<file path="config.mk">
export PLATFORM = sky130hd
export DESIGN_NAME = integer_to_ascii_converter
export DESIGN_NICKNAME = d
export VERILOG_FILES = /design/src/sv/iac_pkg.sv /design/src/sv/iac_dabble.sv /design/src/sv/integer_to_ascii_converter.sv
export VERILOG_INCLUDE_DIRS = /design/src /design/src/sv
export SDC_FILE = /design/constraint.sdc
export NUM_CORES = 1
export LEC_CHECK = 0
export BUFFER_PORTS_ARGS = -buffer_cell sky130_fd_sc_hd__buf_4
export CAP_MARGIN = 0
export CORE_MARGIN = 5
export CORE_UTILIZATION = 55
export DETAILED_ROUTE_END_ITERATION = 8
export PLACE_DENSITY = 0.8
export REMOVE_ABC_BUFFERS = 1
export SLEW_MARGIN = 20
export SYNTH_ARGS = -nofsm -noshare
export SYNTH_HDL_FRONTEND = slang
export SYNTH_SLANG_ARGS = --single-unit
</file>
<file path="constraint.sdc">
create_clock -name i_clk -period 14.2 [get_ports i_clk]
set_input_delay 0 -clock i_clk [delete_from_list [all_inputs] [get_ports i_clk]]
set_output_delay 0 -clock i_clk [all_outputs]
set_load 0.005 [all_outputs]
</file>
<file path="src/sv/integer_to_ascii_converter_macros.svh">
// Assertion macros for the integer to ASCII converter.
// Included by the top level; needs nothing else.
`ifndef INTEGER_TO_ASCII_CONVERTER_MACROS_SVH
`define INTEGER_TO_ASCII_CONVERTER_MACROS_SVH

// Same-cycle implication, disabled while reset is held.
`define IAC_ASSERT_NOW(label, clk, rst_n, ante, cons) \
    label: assert property (@(posedge clk) disable iff (!(rst_n)) (ante) |-> (cons)) \
        else $error("integer_to_ascii_converter: same-cycle check failed");

// Next-cycle implication, disabled while reset is held.
`define IAC_ASSERT_NEXT(label, clk, rst_n, ante, cons) \
    label: assert property (@(posedge clk) disable iff (!(rst_n)) (ante) |=> (cons)) \
        else $error("integer_to_ascii_converter: next-cycle check failed");

`endif

</file>
<file path="src/sv/iac_pkg.sv">
// Shared constants, types and the digit character table of the converter.
// Depends on nothing; used by iac_dabble and integer_to_ascii_converter.
package iac_pkg;

    // Value width used from the input word, and the longest text emitted.
    localparam int VALUE_BITS = 64;
    localparam int MAX_CHARS  = 20;

    // Digit slots of the conversion register; 20 decimal digits cover 64 bits.
    localparam int DIGITS     = 20;
    localparam int DIGIT_BITS = DIGITS * 4;

    // Counter widths.
    localparam int BITS_W  = $clog2(VALUE_BITS + 1);
    localparam int LEFT_W  = $clog2(DIGITS + 1);
    localparam int NCHAR_W = (MAX_CHARS > 1) ? $clog2(MAX_CHARS) : 1;

    // Mode codes carried in the input tuser.
    localparam logic [1:0] OP_SIGNED   = 2'd0;
    localparam logic [1:0] OP_UNSIGNED = 2'd1;
    localparam logic [1:0] OP_HEX      = 2'd2;

    // Fixed characters of the text.
    localparam logic [6:0] CH_ZERO  = 7'h30;
    localparam logic [6:0] CH_MINUS = 7'h2D;
    localparam logic [6:0] CH_X     = 7'h78;

    typedef logic [DIGITS-1:0][3:0] t_digits;

    typedef enum logic [2:0] {
        ST_IDLE,
        ST_SHIFT,
        ST_SKIP,
        ST_PFX0,
        ST_PFX1,
        ST_DIGIT
    } t_state;

    // Upper-case character for one digit value.
    function automatic logic [6:0] digit_char(input logic [3:0] d);
        logic [6:0] c;
        case (d)
            4'h0: c = 7'h30;
            4'h1: c = 7'h31;
            4'h2: c = 7'h32;
            4'h3: c = 7'h33;
            4'h4: c = 7'h34;
            4'h5: c = 7'h35;
            4'h6: c = 7'h36;
            4'h7: c = 7'h37;
            4'h8: c = 7'h38;
            4'h9: c = 7'h39;
            4'hA: c = 7'h41;
            4'hB: c = 7'h42;
            4'hC: c = 7'h43;
            4'hD: c = 7'h44;
            4'hE: c = 7'h45;
            default: c = 7'h46;
        endcase
        return c;
    endfunction

endpackage

</file>
<file path="src/sv/iac_dabble.sv">
// One step of the shift-and-add-3 binary to digit conversion.
// Depends on iac_pkg for the digit register type and its size.
module iac_dabble (
    input  iac_pkg::t_digits i_digits,
    input  logic             i_bit,
    input  logic             i_hex,
    output iac_pkg::t_digits o_digits
);

    iac_pkg::t_digits                  w_adj;
    logic [iac_pkg::DIGIT_BITS-1:0]    w_flat;

    // In decimal mode every digit of five or more is corrected by three
    // before the shift; in hex mode the register is a plain shift line.
    always_comb begin
        for (int i = 0; i < iac_pkg::DIGITS; i++) begin
            if (!i_hex && (i_digits[i] >= 4'd5)) begin
                w_adj[i] = i_digits[i] + 4'd3;
            end else begin
                w_adj[i] = i_digits[i];
            end
        end
        w_flat   = w_adj;
        o_digits = {w_flat[iac_pkg::DIGIT_BITS-2:0], i_bit};
    end

endmodule

</file>
<file path="src/sv/integer_to_ascii_converter.sv">
// Integer to ASCII converter: top level with sequencer and output stage.
// Depends on iac_pkg, iac_dabble and integer_to_ascii_converter_macros.svh.
//
// Usage: the slave channel takes one word per conversion, the value in
// s_axis_tdata and the mode in s_axis_tuser (signed decimal, unsigned
// decimal, or hexadecimal with a "0x" prefix; the unused mode code acts as
// unsigned decimal). The master channel returns the text one ASCII character
// per word, most significant first, with m_axis_tlast on the final one.
// s_axis_tready is high only while the block is idle.
// Timing: after a word is accepted the shared conversion unit runs one bit
// per cycle through all 64 value bits, then leading zero digits are dropped
// one per cycle, then one character is offered per cycle while m_axis_tready
// is high. A new word is taken only once the final character has been sent.
// A stall on m_axis_tready holds the current character and pauses the
// sequencer. Reset returns the block to idle and drops any text in flight.
`include "integer_to_ascii_converter_macros.svh"

module integer_to_ascii_converter (
    input  logic        i_clk,
    input  logic        i_rst_n,
    input  logic        s_axis_tvalid,
    output logic        s_axis_tready,
    input  logic [63:0] s_axis_tdata,   // [63:0] value
    input  logic [1:0]  s_axis_tuser,   // [1:0] op
    output logic        m_axis_tvalid,
    input  logic        m_axis_tready,
    output logic [7:0]  m_axis_tdata,   // [6:0] text_char, [7] zero
    output logic        m_axis_tlast    // last
);

    iac_pkg::t_state                  r_state, n_state;
    logic [iac_pkg::VALUE_BITS-1:0]   r_shift, n_shift;
    iac_pkg::t_digits                 r_digits, n_digits;
    logic [iac_pkg::BITS_W-1:0]       r_bits, n_bits;
    logic [iac_pkg::LEFT_W-1:0]       r_left, n_left;
    logic [iac_pkg::NCHAR_W-1:0]      r_nchar, n_nchar;
    logic                             r_hex, n_hex;
    logic                             r_neg, n_neg;

    logic [iac_pkg::VALUE_BITS-1:0]   w_value;
    logic                             w_in_neg;
    iac_pkg::t_digits                 w_step;
    logic                             w_in_acc;
    logic                             w_out_acc;
    logic                             w_last;
    logic                             w_skip;
    logic [6:0]                       w_char;

    assign w_value   = s_axis_tdata[iac_pkg::VALUE_BITS-1:0];
    assign w_in_neg  = (s_axis_tuser == iac_pkg::OP_SIGNED) && w_value[iac_pkg::VALUE_BITS-1];
    assign w_in_acc  = s_axis_tvalid && s_axis_tready;
    assign w_out_acc = m_axis_tvalid && m_axis_tready;

    // Shared conversion step fed by the top bit of the shift register.
    iac_dabble u_dabble (
        .i_digits (r_digits),
        .i_bit    (r_shift[iac_pkg::VALUE_BITS-1]),
        .i_hex    (r_hex),
        .o_digits (w_step)
    );

    // A leading zero digit is dropped while more than one digit is left.
    assign w_skip = (r_digits[iac_pkg::DIGITS-1] == 4'd0) && (r_left > iac_pkg::LEFT_W'(1));

    // The character in flight ends the text at the last digit or at the length cap.
    assign w_last = (r_nchar == iac_pkg::NCHAR_W'(iac_pkg::MAX_CHARS - 1))
                 || ((r_state == iac_pkg::ST_DIGIT) && (r_left == iac_pkg::LEFT_W'(1)));

    // Next state.
    always_comb begin
        n_state = r_state;
        unique case (r_state)
            iac_pkg::ST_IDLE: begin
                if (w_in_acc) begin
                    n_state = iac_pkg::ST_SHIFT;
                end
            end
            iac_pkg::ST_SHIFT: begin
                if (r_bits == iac_pkg::BITS_W'(1)) begin
                    n_state = iac_pkg::ST_SKIP;
                end
            end
            iac_pkg::ST_SKIP: begin
                if (!w_skip) begin
                    n_state = (r_hex || r_neg) ? iac_pkg::ST_PFX0 : iac_pkg::ST_DIGIT;
                end
            end
            iac_pkg::ST_PFX0: begin
                if (w_out_acc) begin
                    if (w_last) begin
                        n_state = iac_pkg::ST_IDLE;
                    end else begin
                        n_state = r_hex ? iac_pkg::ST_PFX1 : iac_pkg::ST_DIGIT;
                    end
                end
            end
            iac_pkg::ST_PFX1: begin
                if (w_out_acc) begin
                    n_state = w_last ? iac_pkg::ST_IDLE : iac_pkg::ST_DIGIT;
                end
            end
            iac_pkg::ST_DIGIT: begin
                if (w_out_acc && w_last) begin
                    n_state = iac_pkg::ST_IDLE;
                end
            end
            default: n_state = iac_pkg::ST_IDLE;
        endcase
    end

    // Outputs and datapath updates.
    always_comb begin
        s_axis_tready = 1'b0;
        m_axis_tvalid = 1'b0;
        w_char        = iac_pkg::CH_ZERO;
        n_shift       = r_shift;
        n_digits      = r_digits;
        n_bits        = r_bits;
        n_left        = r_left;
        n_nchar       = r_nchar;
        n_hex         = r_hex;
        n_neg         = r_neg;
        unique case (r_state)
            iac_pkg::ST_IDLE: begin
                s_axis_tready = 1'b1;
                n_shift       = w_in_neg ? (~w_value + 1'b1) : w_value;
                n_digits      = '0;
                n_bits        = iac_pkg::BITS_W'(iac_pkg::VALUE_BITS);
                n_left        = iac_pkg::LEFT_W'(iac_pkg::DIGITS);
                n_nchar       = '0;
                n_hex         = (s_axis_tuser == iac_pkg::OP_HEX);
                n_neg         = w_in_neg;
            end
            iac_pkg::ST_SHIFT: begin
                n_digits = w_step;
                n_shift  = {r_shift[iac_pkg::VALUE_BITS-2:0], 1'b0};
                n_bits   = r_bits - 1'b1;
            end
            iac_pkg::ST_SKIP: begin
                if (w_skip) begin
                    n_digits = {r_digits[iac_pkg::DIGITS-2:0], 4'd0};
                    n_left   = r_left - 1'b1;
                end
            end
            iac_pkg::ST_PFX0: begin
                m_axis_tvalid = 1'b1;
                w_char        = r_hex ? iac_pkg::CH_ZERO : iac_pkg::CH_MINUS;
                if (w_out_acc) begin
                    n_nchar = r_nchar + 1'b1;
                end
            end
            iac_pkg::ST_PFX1: begin
                m_axis_tvalid = 1'b1;
                w_char        = iac_pkg::CH_X;
                if (w_out_acc) begin
                    n_nchar = r_nchar + 1'b1;
                end
            end
            iac_pkg::ST_DIGIT: begin
                m_axis_tvalid = 1'b1;
                w_char        = iac_pkg::digit_char(r_digits[iac_pkg::DIGITS-1]);
                if (w_out_acc && !w_last) begin
                    n_nchar  = r_nchar + 1'b1;
                    n_digits = {r_digits[iac_pkg::DIGITS-2:0], 4'd0};
                    n_left   = r_left - 1'b1;
                end
            end
            default: begin
                s_axis_tready = 1'b0;
            end
        endcase
    end

    assign m_axis_tdata = {1'b0, w_char};
    assign m_axis_tlast = w_last;

    // Control registers with reset.
    always_ff @(posedge i_clk) begin
        if (!i_rst_n) begin
            r_state <= iac_pkg::ST_IDLE;
            r_bits  <= '0;
            r_left  <= '0;
            r_nchar <= '0;
        end else begin
            r_state <= n_state;
            r_bits  <= n_bits;
            r_left  <= n_left;
            r_nchar <= n_nchar;
        end
    end

    // Payload registers.
    always_ff @(posedge i_clk) begin
        r_shift  <= n_shift;
        r_digits <= n_digits;
        r_hex    <= n_hex;
        r_neg    <= n_neg;
    end

    // Checks on the sequencer and the conversion unit.
    `IAC_ASSERT_NOW(a_one_side, i_clk, i_rst_n, s_axis_tready, !m_axis_tvalid)
    `IAC_ASSERT_NEXT(a_busy_after_accept, i_clk, i_rst_n, w_in_acc, !s_axis_tready && (r_state == iac_pkg::ST_SHIFT))
    `IAC_ASSERT_NOW(a_decimal_digit, i_clk, i_rst_n, (r_state == iac_pkg::ST_DIGIT) && !r_hex, r_digits[iac_pkg::DIGITS-1] <= 4'd9)

endmodule

</file>
Word level (Yosys, flattened, before mapping)
Memories as Yosys holds them, arrays and structs flattened. A register that Yosys moved wholly into a read port is not among the register bits. Index checks and enable logic that the tools add are counted.

Register bits: 166. ROM bits: 112. Output and inout bits: 11. Word-level logic and storage cells: 184. Memories: 1.

Add/subtract/negate cells: 24. Magnitude comparators: 21. Equality and inequality tests: 18. Muxes and demuxes: 48. Bitwise operators: 1. Reduce and logical (&&, ||, !) cells: 44.

Memories: (no name shown) (words 16, width 7, rd ports 1, clocked after Yosys merged registers in 1, wr ports 0, RTL line iac_pkg.sv:42) `case (d)`.

Operator list (count): 80-bit one-hot mux with 4 select lines (1); 80-bit two-way mux (2); 64-bit one-hot mux with 2 select lines (1); 4-bit by 3-bit greater-or-equal comparator with 1-bit output, second input constant (20); 4-bit two-way mux (20); 4-bit by 2-bit adder with 4-bit output, second input constant (19); 64-bit by 1-bit adder with 64-bit output, second input constant (1); 64-bit two-way mux (1); 64-bit NOT (1); 3-bit two-way mux (10); 5-bit one-hot mux with 3 select lines (2); 1-bit logical AND (27); 5-bit two-way mux (5); 7-bit one-hot mux with 3 select lines (1); 3-bit one-hot mux with 6 select lines (1); 7-bit one-hot mux with 2 select lines (1); 2-bit != test, second input constant (6); 3-bit AND reduction (3); 7-bit by 1-bit equality test with 1-bit output, second input constant (1); 7-bit by 1-bit subtractor with 7-bit output, second input constant (1); 3-bit by 2-bit equality test with 1-bit output, second input constant (2); 3-bit equality test, second input constant (2); 2-bit by 1-bit != test with 1-bit output, second input constant (3); 6-bit AND reduction (1); other kinds (19) (24).

Logic depth before layout (Yosys ltp)
Gate-level depths: netlist (run 1).

Depth after elaboration: 8. Mapped depth: 11. Mapped depth without buffers: 11.

Modules after synthesis
From an unflattened synthesis (run 1), not the netlist that was laid out.

Cell total of the unflattened synthesis: 1189. Area, all modules: 11466.0 sq um.

Modules (own cells, without submodules): integer_to_ascii_converter (times used 1, cells an instance 848, area an instance 9195.1 sq um, seq. area each 4904.7 sq um); iac_dabble (times used 1, cells an instance 341, area an instance 2270.9 sq um, seq. area each 0.0 sq um).

Worst setup path before layout (run 1)
OpenSTA, ideal clock, no wires.

Path type: register -> register. From: register r_left[1] (netlist bit). To: register (tool-made name). Library setup time: 0.137 ns. Arrival: 5.893 ns. Required time: 14.063 ns. Slack: 8.171 ns. Cell stages (with the launch flop): 11. Path buffers: 0. Cell sequence: dfxtp_1 > inv_1 > ha_1 > o21bai_1 > a211o_1 > a211oi_2 > a21oi_1 > ha_1 > inv_1 > mux2i_1 > mux2i_1.

RTL lines: start, declared (RTL line integer_to_ascii_converter.sv:35) `logic [iac_pkg::LEFT_W-1:0] r_left, n_left;`; start signal, assigned (RTL line integer_to_ascii_converter.sv:187) `r_left <= n_left;`.

==> impl_metrics.csv, run 1 <==
group,metric,value,unit
run_status,status,"completed",
synthesis,ys_warn_count,0,
power_and_ir_drop,switchingPower,932,uW
clock_tree,worstSkewPairLatency,0.43,ns
route,drtIter0Drc,781,
placed_design,io_buffers,79,
synthesis,yosys.area.top_type,"edfxtp_1",
grt,antenna_found_initial,1,
final_layout,layout-drive-gt1-share,11.7,%
clock_tree,path_clk_slew,0.06,ns
floorplanning,die_h,150,um
synthesis,synth-seq-cells,172,
power_and_ir_drop,p_clk_share,18.1,%
clock_tree,htree_levels,4,
worst_setup_path,cp-end-kind,"flip-flop",
floorplanning,io_pins,81,
worst_setup_path,startpoint_type,"flip-flop",
synthesis,synth_area,10800,sq um
floorplanning,die_area,22500,sq um
worst_setup_path,crit_arrival,3.64,ns
floorplanning,row_count,51,
grt,gr-usage-all-layers,21.8,%
route,ant_nets,0,
route,drt_wl_total,24100,um
route,drt_first_pass_iters,5,
timing,hold_viol_final,0,
floorplanning,core_area,19400,sq um
timing,max-slew-margin-rel,34.1,%
worst_setup_path,critPathKind,"flip-flop to flip-flop",
timing,min_period,3.34,ns
placed_design,dpl.hpwl,15000,um
worst_setup_path,crit_fanout,98,
final_layout,final_cells,1523,
synthesis,yosys-top-cells-area,"edfxtp_1 41%, o21ai_0 7.0%, ha_1 5.6%",
floorplanning,die_w,150,um
timing,rsz0062_at_grt,"false",
clock_tree,clockBufferDepth,2,
flow_run,maxCapViolCount,0,
final_layout,fill_cells,1558,
route,routed-wl-met2,11700,um
final_layout,design_area,12600,sq um
synthesis,synth.distinct_cells,68,
power_and_ir_drop,p_per_area,186,nW/um^2
timing,clock_skew,0.00751,ns
floorplanning,initial_core_util,55.6,%
power_and_ir_drop,pwr-share-seq,43.4,%
timing,worst_slew_pin_slew,0.988,ns
timing,setup_viol,0,
timing,fmax,299,MHz
route,highest_layer,"met4",
power_and_ir_drop,p_comb_share,38.5,%
timing,holdWs,0.00298,ns
clock_tree,cts_tree,"yes",
final_layout,final_cell_mix,"155 x nand2_1, 149 x o21ai_0, 146 x edfxtp_1",
clock_tree,cts_root_buf,"clkbuf_16",
timing,fin_crit_sh,23.5,%
final_layout,fin_nets,1362,
final_layout,area_growth,16.9,%
grt,grt_pass1_wl,40300,um
power_and_ir_drop,p_total,2.35,mW
clock_tree,cts.sinks,172,
power_and_ir_drop,leakage,4.70,nW
synthesis,synth-edff-count,146,
route,vias_per_cell,5.73,
synthesis,synth_area_per_cell,9.44,sq um
worst_hold_path,min-delay-path-class,"primary input to flip-flop",
grt,grt_max_degree,104,
route,wl_per_cell,15.8,um
synthesis,synthCells,1143,
route,met3_length,1230,um
synthesis,synth_top_area_share,40.6,%
power_and_ir_drop,peakVddDrop,0.111,mV
power_and_ir_drop,power.internal,1.42,mW
final_layout,mostFrequentLayoutCell,"nand2_1",
synthesis,ys_seq_area_share,45.5,%
grt,gr-total-overflow,0,
route,drc,0,
placed_design,dp.cells,1440,
clock_tree,post-cts-setup-buffer-count,0,
worst_setup_path,cp.required,14.49,ns
route,vias,8731,
timing,fin_setup_tns,0,ns
route,wl_met1,10800,um
clock_tree,cts_buffers,17,
placed_design,post_dp_cell_area,11600,sq um
placed_design,gp_congestion,0.855,
synthesis,async_flop_share,0,%
grt,grt_pass1_vias,8543,
power_and_ir_drop,swShare,39.7,%
timing,slew_viol_final,0,
synthesis,ys.flop_type,"edfxtp_1",
[power by group through the flow]
stage | clock network [mW] | registers [mW] | logic (mW)
floorplan | 0 | 1.01 | 0.635
detailed placement | 0 | 1.03 | 0.873
global placement | 0 | 1.02 | 0.840
finish | 0.425 | 1.02 | 0.904
global route | 0.449 | 1.05 | 1.03
CTS | 0.427 | 1.02 | 0.891
[worst max-delay path: stages, from the launching register on]
cell and delay, ns:
dfxtp_1 0.42, nor2_4 0.13, buf_4 0.67, and2_4 0.93, a22o_1 0.27, a21oi_1 0.13
ha_1 0.36, inv_1 0.05, mux2i_1 0.14, mux2i_1 0.09
[flip-flops by register name (all words and copies together) (netlist names), named ones only]
signal / flops
r_digits: 80
r_shift: 64
r_bits: 7
r_left: 5
r_nchar: 5
r_state: 3
r_hex: 1
r_neg: 1
[layout make-up]
type | instances | area, sq um | area share, %
Multi-Input combinational cell | 858 | 5460 | 43.3
Sequential cell | 172 | 4900 | 38.9
Timing Repair Buffer | 135 | 1160 | 9.17
Clock buffer | 18 | 429 | 3.40
Tap cell | 265 | 332 | 2.63
Inverter | 60 | 225 | 1.79
Clock inverter | 14 | 97.6 | 0.774
Antenna cell | 1 | 2.50 | 0.0198
[cell usage after synthesis, drive strengths merged (4+ instances only)]
library cell,instances
and3,8
o41ai,6
inv,60
mux2i,10
ha,48
or3,4
dfxtp,26
a21boi,7
a21oi,71
nand3,11
nor4,6
clkbuf,43
nor3,14
a31oi,8
nor2,87
a22o,22
xor2,63
nand2b,24
and2,12
o31ai,11
o211ai,20
nand2,156
nor2b,4
xnor2,43
buf,9
edfxtp,146
o21ai,151
nand4,7
or4,30
[cell families after synthesis]
logic type               Yosys count  share of synthesized area, %
buffers and inverters            113                          4.26
AND/OR/NAND/NOR                  374                          17.4
XOR/XNOR                         106                          8.61
multiplexers                      10                         0.963
adder cells (fa/ha/maj)           48                          5.57
other                              1                        0.0348
AO/OA/AOI/OAI                    319                          17.7
flip-flops                       172                          45.5
[routing by layer]
layer,track usage [%],vias up
met1,29.2,4126
met5,0,-
met4,7.27,0
met3,3.66,43
li1,-,4303
met2,36.2,259
[repair_timing]
| action | in CTS | in global routing |
|---|---|---|
| gates resized for setup | 0 | 0 |
| hold buffers | 49 | 0 |
| endpoints found under the hold margin | 67 | 0 |
[final timing paths]
path,from,end,slack (ns),depth (start not counted)
max,r_state[2],flip-flop,10.86,9
min,s_axis_tdata[20],r_shift[20],0.003,3
max reg2reg,r_state[2],flip-flop,10.86,9
min reg2reg,r_nchar[4],r_nchar[4],0.52,2
[metrics by stage]
step,util (%),setup WS [ns]
floorplan,-,6.83
global placement,59.6,10.91
detailed placement,59.6,10.76
CTS,64.8,10.73
global route,65.0,10.59
finish,65.0,10.86
Power figures use the tool's default switching activity.
==> inputs of run 2 (changes only) <==
Settings changed: PLACE_DENSITY 0.8 to 0.83.
Clock period 14.2 ns to 3 ns, I/O delays scaled along.
==> run 2 against run 1 <==
  * The flow now finishes with violations (hold timing)
  * Count of clock-buffer cells in the layout is 2 higher
  * Maximum frequency is 22% higher
  * Clock power grew to 5.1 times the previous value
  * Largest cell class unchanged
  * Utilization is 0.72 points higher
==> impl_metrics.csv, run 2 (synthesis results as in run 1) <==
group,metric,value,unit
floorplanning,initial_core_util,55.6,%
placed_design,gp_congestion,0.874,
run_status,failed_checks,"hold timing",
timing,hold_viol_final,1,
power_and_ir_drop,leakage,4.79,nW
clock_tree,cts.sinks,172,
worst_setup_path,reg2reg_slack,0.25,ns
grt,gr-total-overflow,0,
clock_tree,worstSkewPairLatency,0.45,ns
final_layout,mostFrequentLayoutCell,"nand2_1",
worst_setup_path,reg2reg_depth,11,
final_layout,fin_nets,1373,
clock_tree,cts_tree,"yes",
clock_tree,clockBufferDepth,2,
timing,fin_crit_sh,91.6,%
placed_design,io_buffers,79,
clock_tree,cts_root_buf,"clkbuf_16",
floorplanning,row_count,51,
route,drt_first_pass_iters,5,
timing,worst_slew_pin_slew,0.847,ns
clock_tree,path_clk_slew,0.08,ns
clock_tree,htree_levels,4,
grt,gr-usage-all-layers,22.3,%
final_layout,layout-drive-gt1-share,12.1,%
timing,slew_viol_final,0,
final_layout,reg.largest.list,"r_digits: 80 flops, r_shift: 64 flops, r_bits: 7 flops",
final_layout,regMostFlops,"r_digits",
worst_setup_path,startpoint_type,"flip-flop",
power_and_ir_drop,p_per_area,887,nW/um^2
power_and_ir_drop,peakVddDrop,0.660,mV
timing,setup_viol,0,
timing,fin_setup_tns,0,ns
timing,rsz0062_at_grt,"false",
grt,grt_pass1_wl,41200,um
route,vias,8911,
final_layout,final_cell_mix,"155 x nand2_1, 149 x o21ai_0, 146 x edfxtp_1",
grt,grt_max_degree,98,
timing,fmax,364,MHz
final_layout,antennaDiodeCount,0,
worst_setup_path,cp-end-kind,"flip-flop",
timing,min_period,2.75,ns
timing,holdWs,-0.00254,ns
worst_setup_path,crit_fanout,10,
route,drc,0,
worst_hold_path,min-delay-path-class,"primary input to flip-flop",
worst_setup_path,crit_arrival,3.05,ns
floorplanning,io_pins,81,
clock_tree,post-cts-setup-buffer-count,0,
timing,max-slew-margin-rel,43.6,%
final_layout,largest_reg_flops,80,
route,drt_wl_total,24500,um
grt,grt_pass1_vias,8644,
timing,clock_skew,0.0133,ns
floorplanning,die_area,22500,sq um
clock_tree,cts_resized,0,
clock_tree,cts_buffers,17,
worst_setup_path,r2r-start,"r_left[1]",
route,ant_nets,0,
placed_design,dpl.hpwl,15300,um
run_status,status,"finished, violations left",
floorplanning,die_h,150,um
floorplanning,die_w,150,um
worst_hold_path,holdCritStartpoint,"s_axis_tdata[17]",
grt,antenna_found_initial,0,
route,drtIter0Drc,709,
route,vias_per_cell,5.81,
worst_setup_path,crit_path_start,"r_left[1]",
floorplanning,core_area,19400,sq um
worst_setup_path,cp.required,3.30,ns
final_layout,area_growth,18.2,%
worst_setup_path,critPathKind,"flip-flop to flip-flop",
flow_run,maxCapViolCount,0,
route,wl_per_cell,16.0,um
[run 2: repair_timing]
action	CTS	global route
endpoints found under the hold margin	72	0
setup endpoints to repair	0	0
hold buffers	54	0
[run 2: metrics by stage]
stage / instances / power [mW] / util [%] / setup slack, ns / instance area [sq um]
after CTS: 1533 / 11.3 / 65.7 / 0.277 / 12700
after global placement: 1447 / 8.86 / 60.0 / 0.380 / 11600
final: 1533 / 11.3 / 65.7 / 0.253 / 12700
after global routing: 1533 / 12.1 / 65.7 / 0.0679 / 12700
after floorplan: 1090 / 7.69 / - / -4.37 / 10600
after detailed placement: 1447 / 9.08 / 60.0 / 0.309 / 11600
[run 2: critical path: stages, from the launching register on]
cell	delay, ns
dfxtp_1	0.39
inv_1	0.08
ha_1	0.19
o21bai_1	0.15
a211o_1	0.36
a211oi_4	0.50
nor2_1	0.07
a21oi_1	0.34
inv_1	0.10
ha_1	0.21
mux2i_1	0.13
mux2i_1	0.08
[run 2: layer usage]
| metal | vias up | global-route usage, % | part of all wire, % |
|---|---|---|---|
| li1 | 4318 | - | - |
| met1 | 4220 | 29.8 | 44 |
| met2 | 334 | 37.2 | 49 |
| met3 | 39 | 4.33 | 5.7 |
| met4 | 0 | 6.13 | 1.7 |
| met5 | - | 0 | 0 |
[run 2: power breakdown]
part	leakage, nW	internal [mW]	switching (mW)
combinational	2.70	1.54	2.79
sequential	1.81	4.13	0.705
clock	0.286	1.16	0.988
total	4.79	6.83	4.48
[run 2: cell type report]
cell class                      instances  area, sq um
Timing Repair Buffer                  146         1260
Tap cell                              265          332
Multi-Input combinational cell        858         5460
Inverter                               60          225
Clock inverter                         12          101
Sequential cell                       172         4900
Clock buffer                           20          468
Fill cell                            1468         6650
[run 2: how the worst min path moves through the flow]
stage	cells past startpoint	to	slack, ns
final	3	r_shift[17]	-0.003
after global routing	3	r_shift[33]	0.0008
after CTS	3	r_shift[42]	0.003
after detailed placement	2	r_hex	0.29
after global placement	2	r_hex	0.29
after floorplan	1	r_nchar[1]	0.12
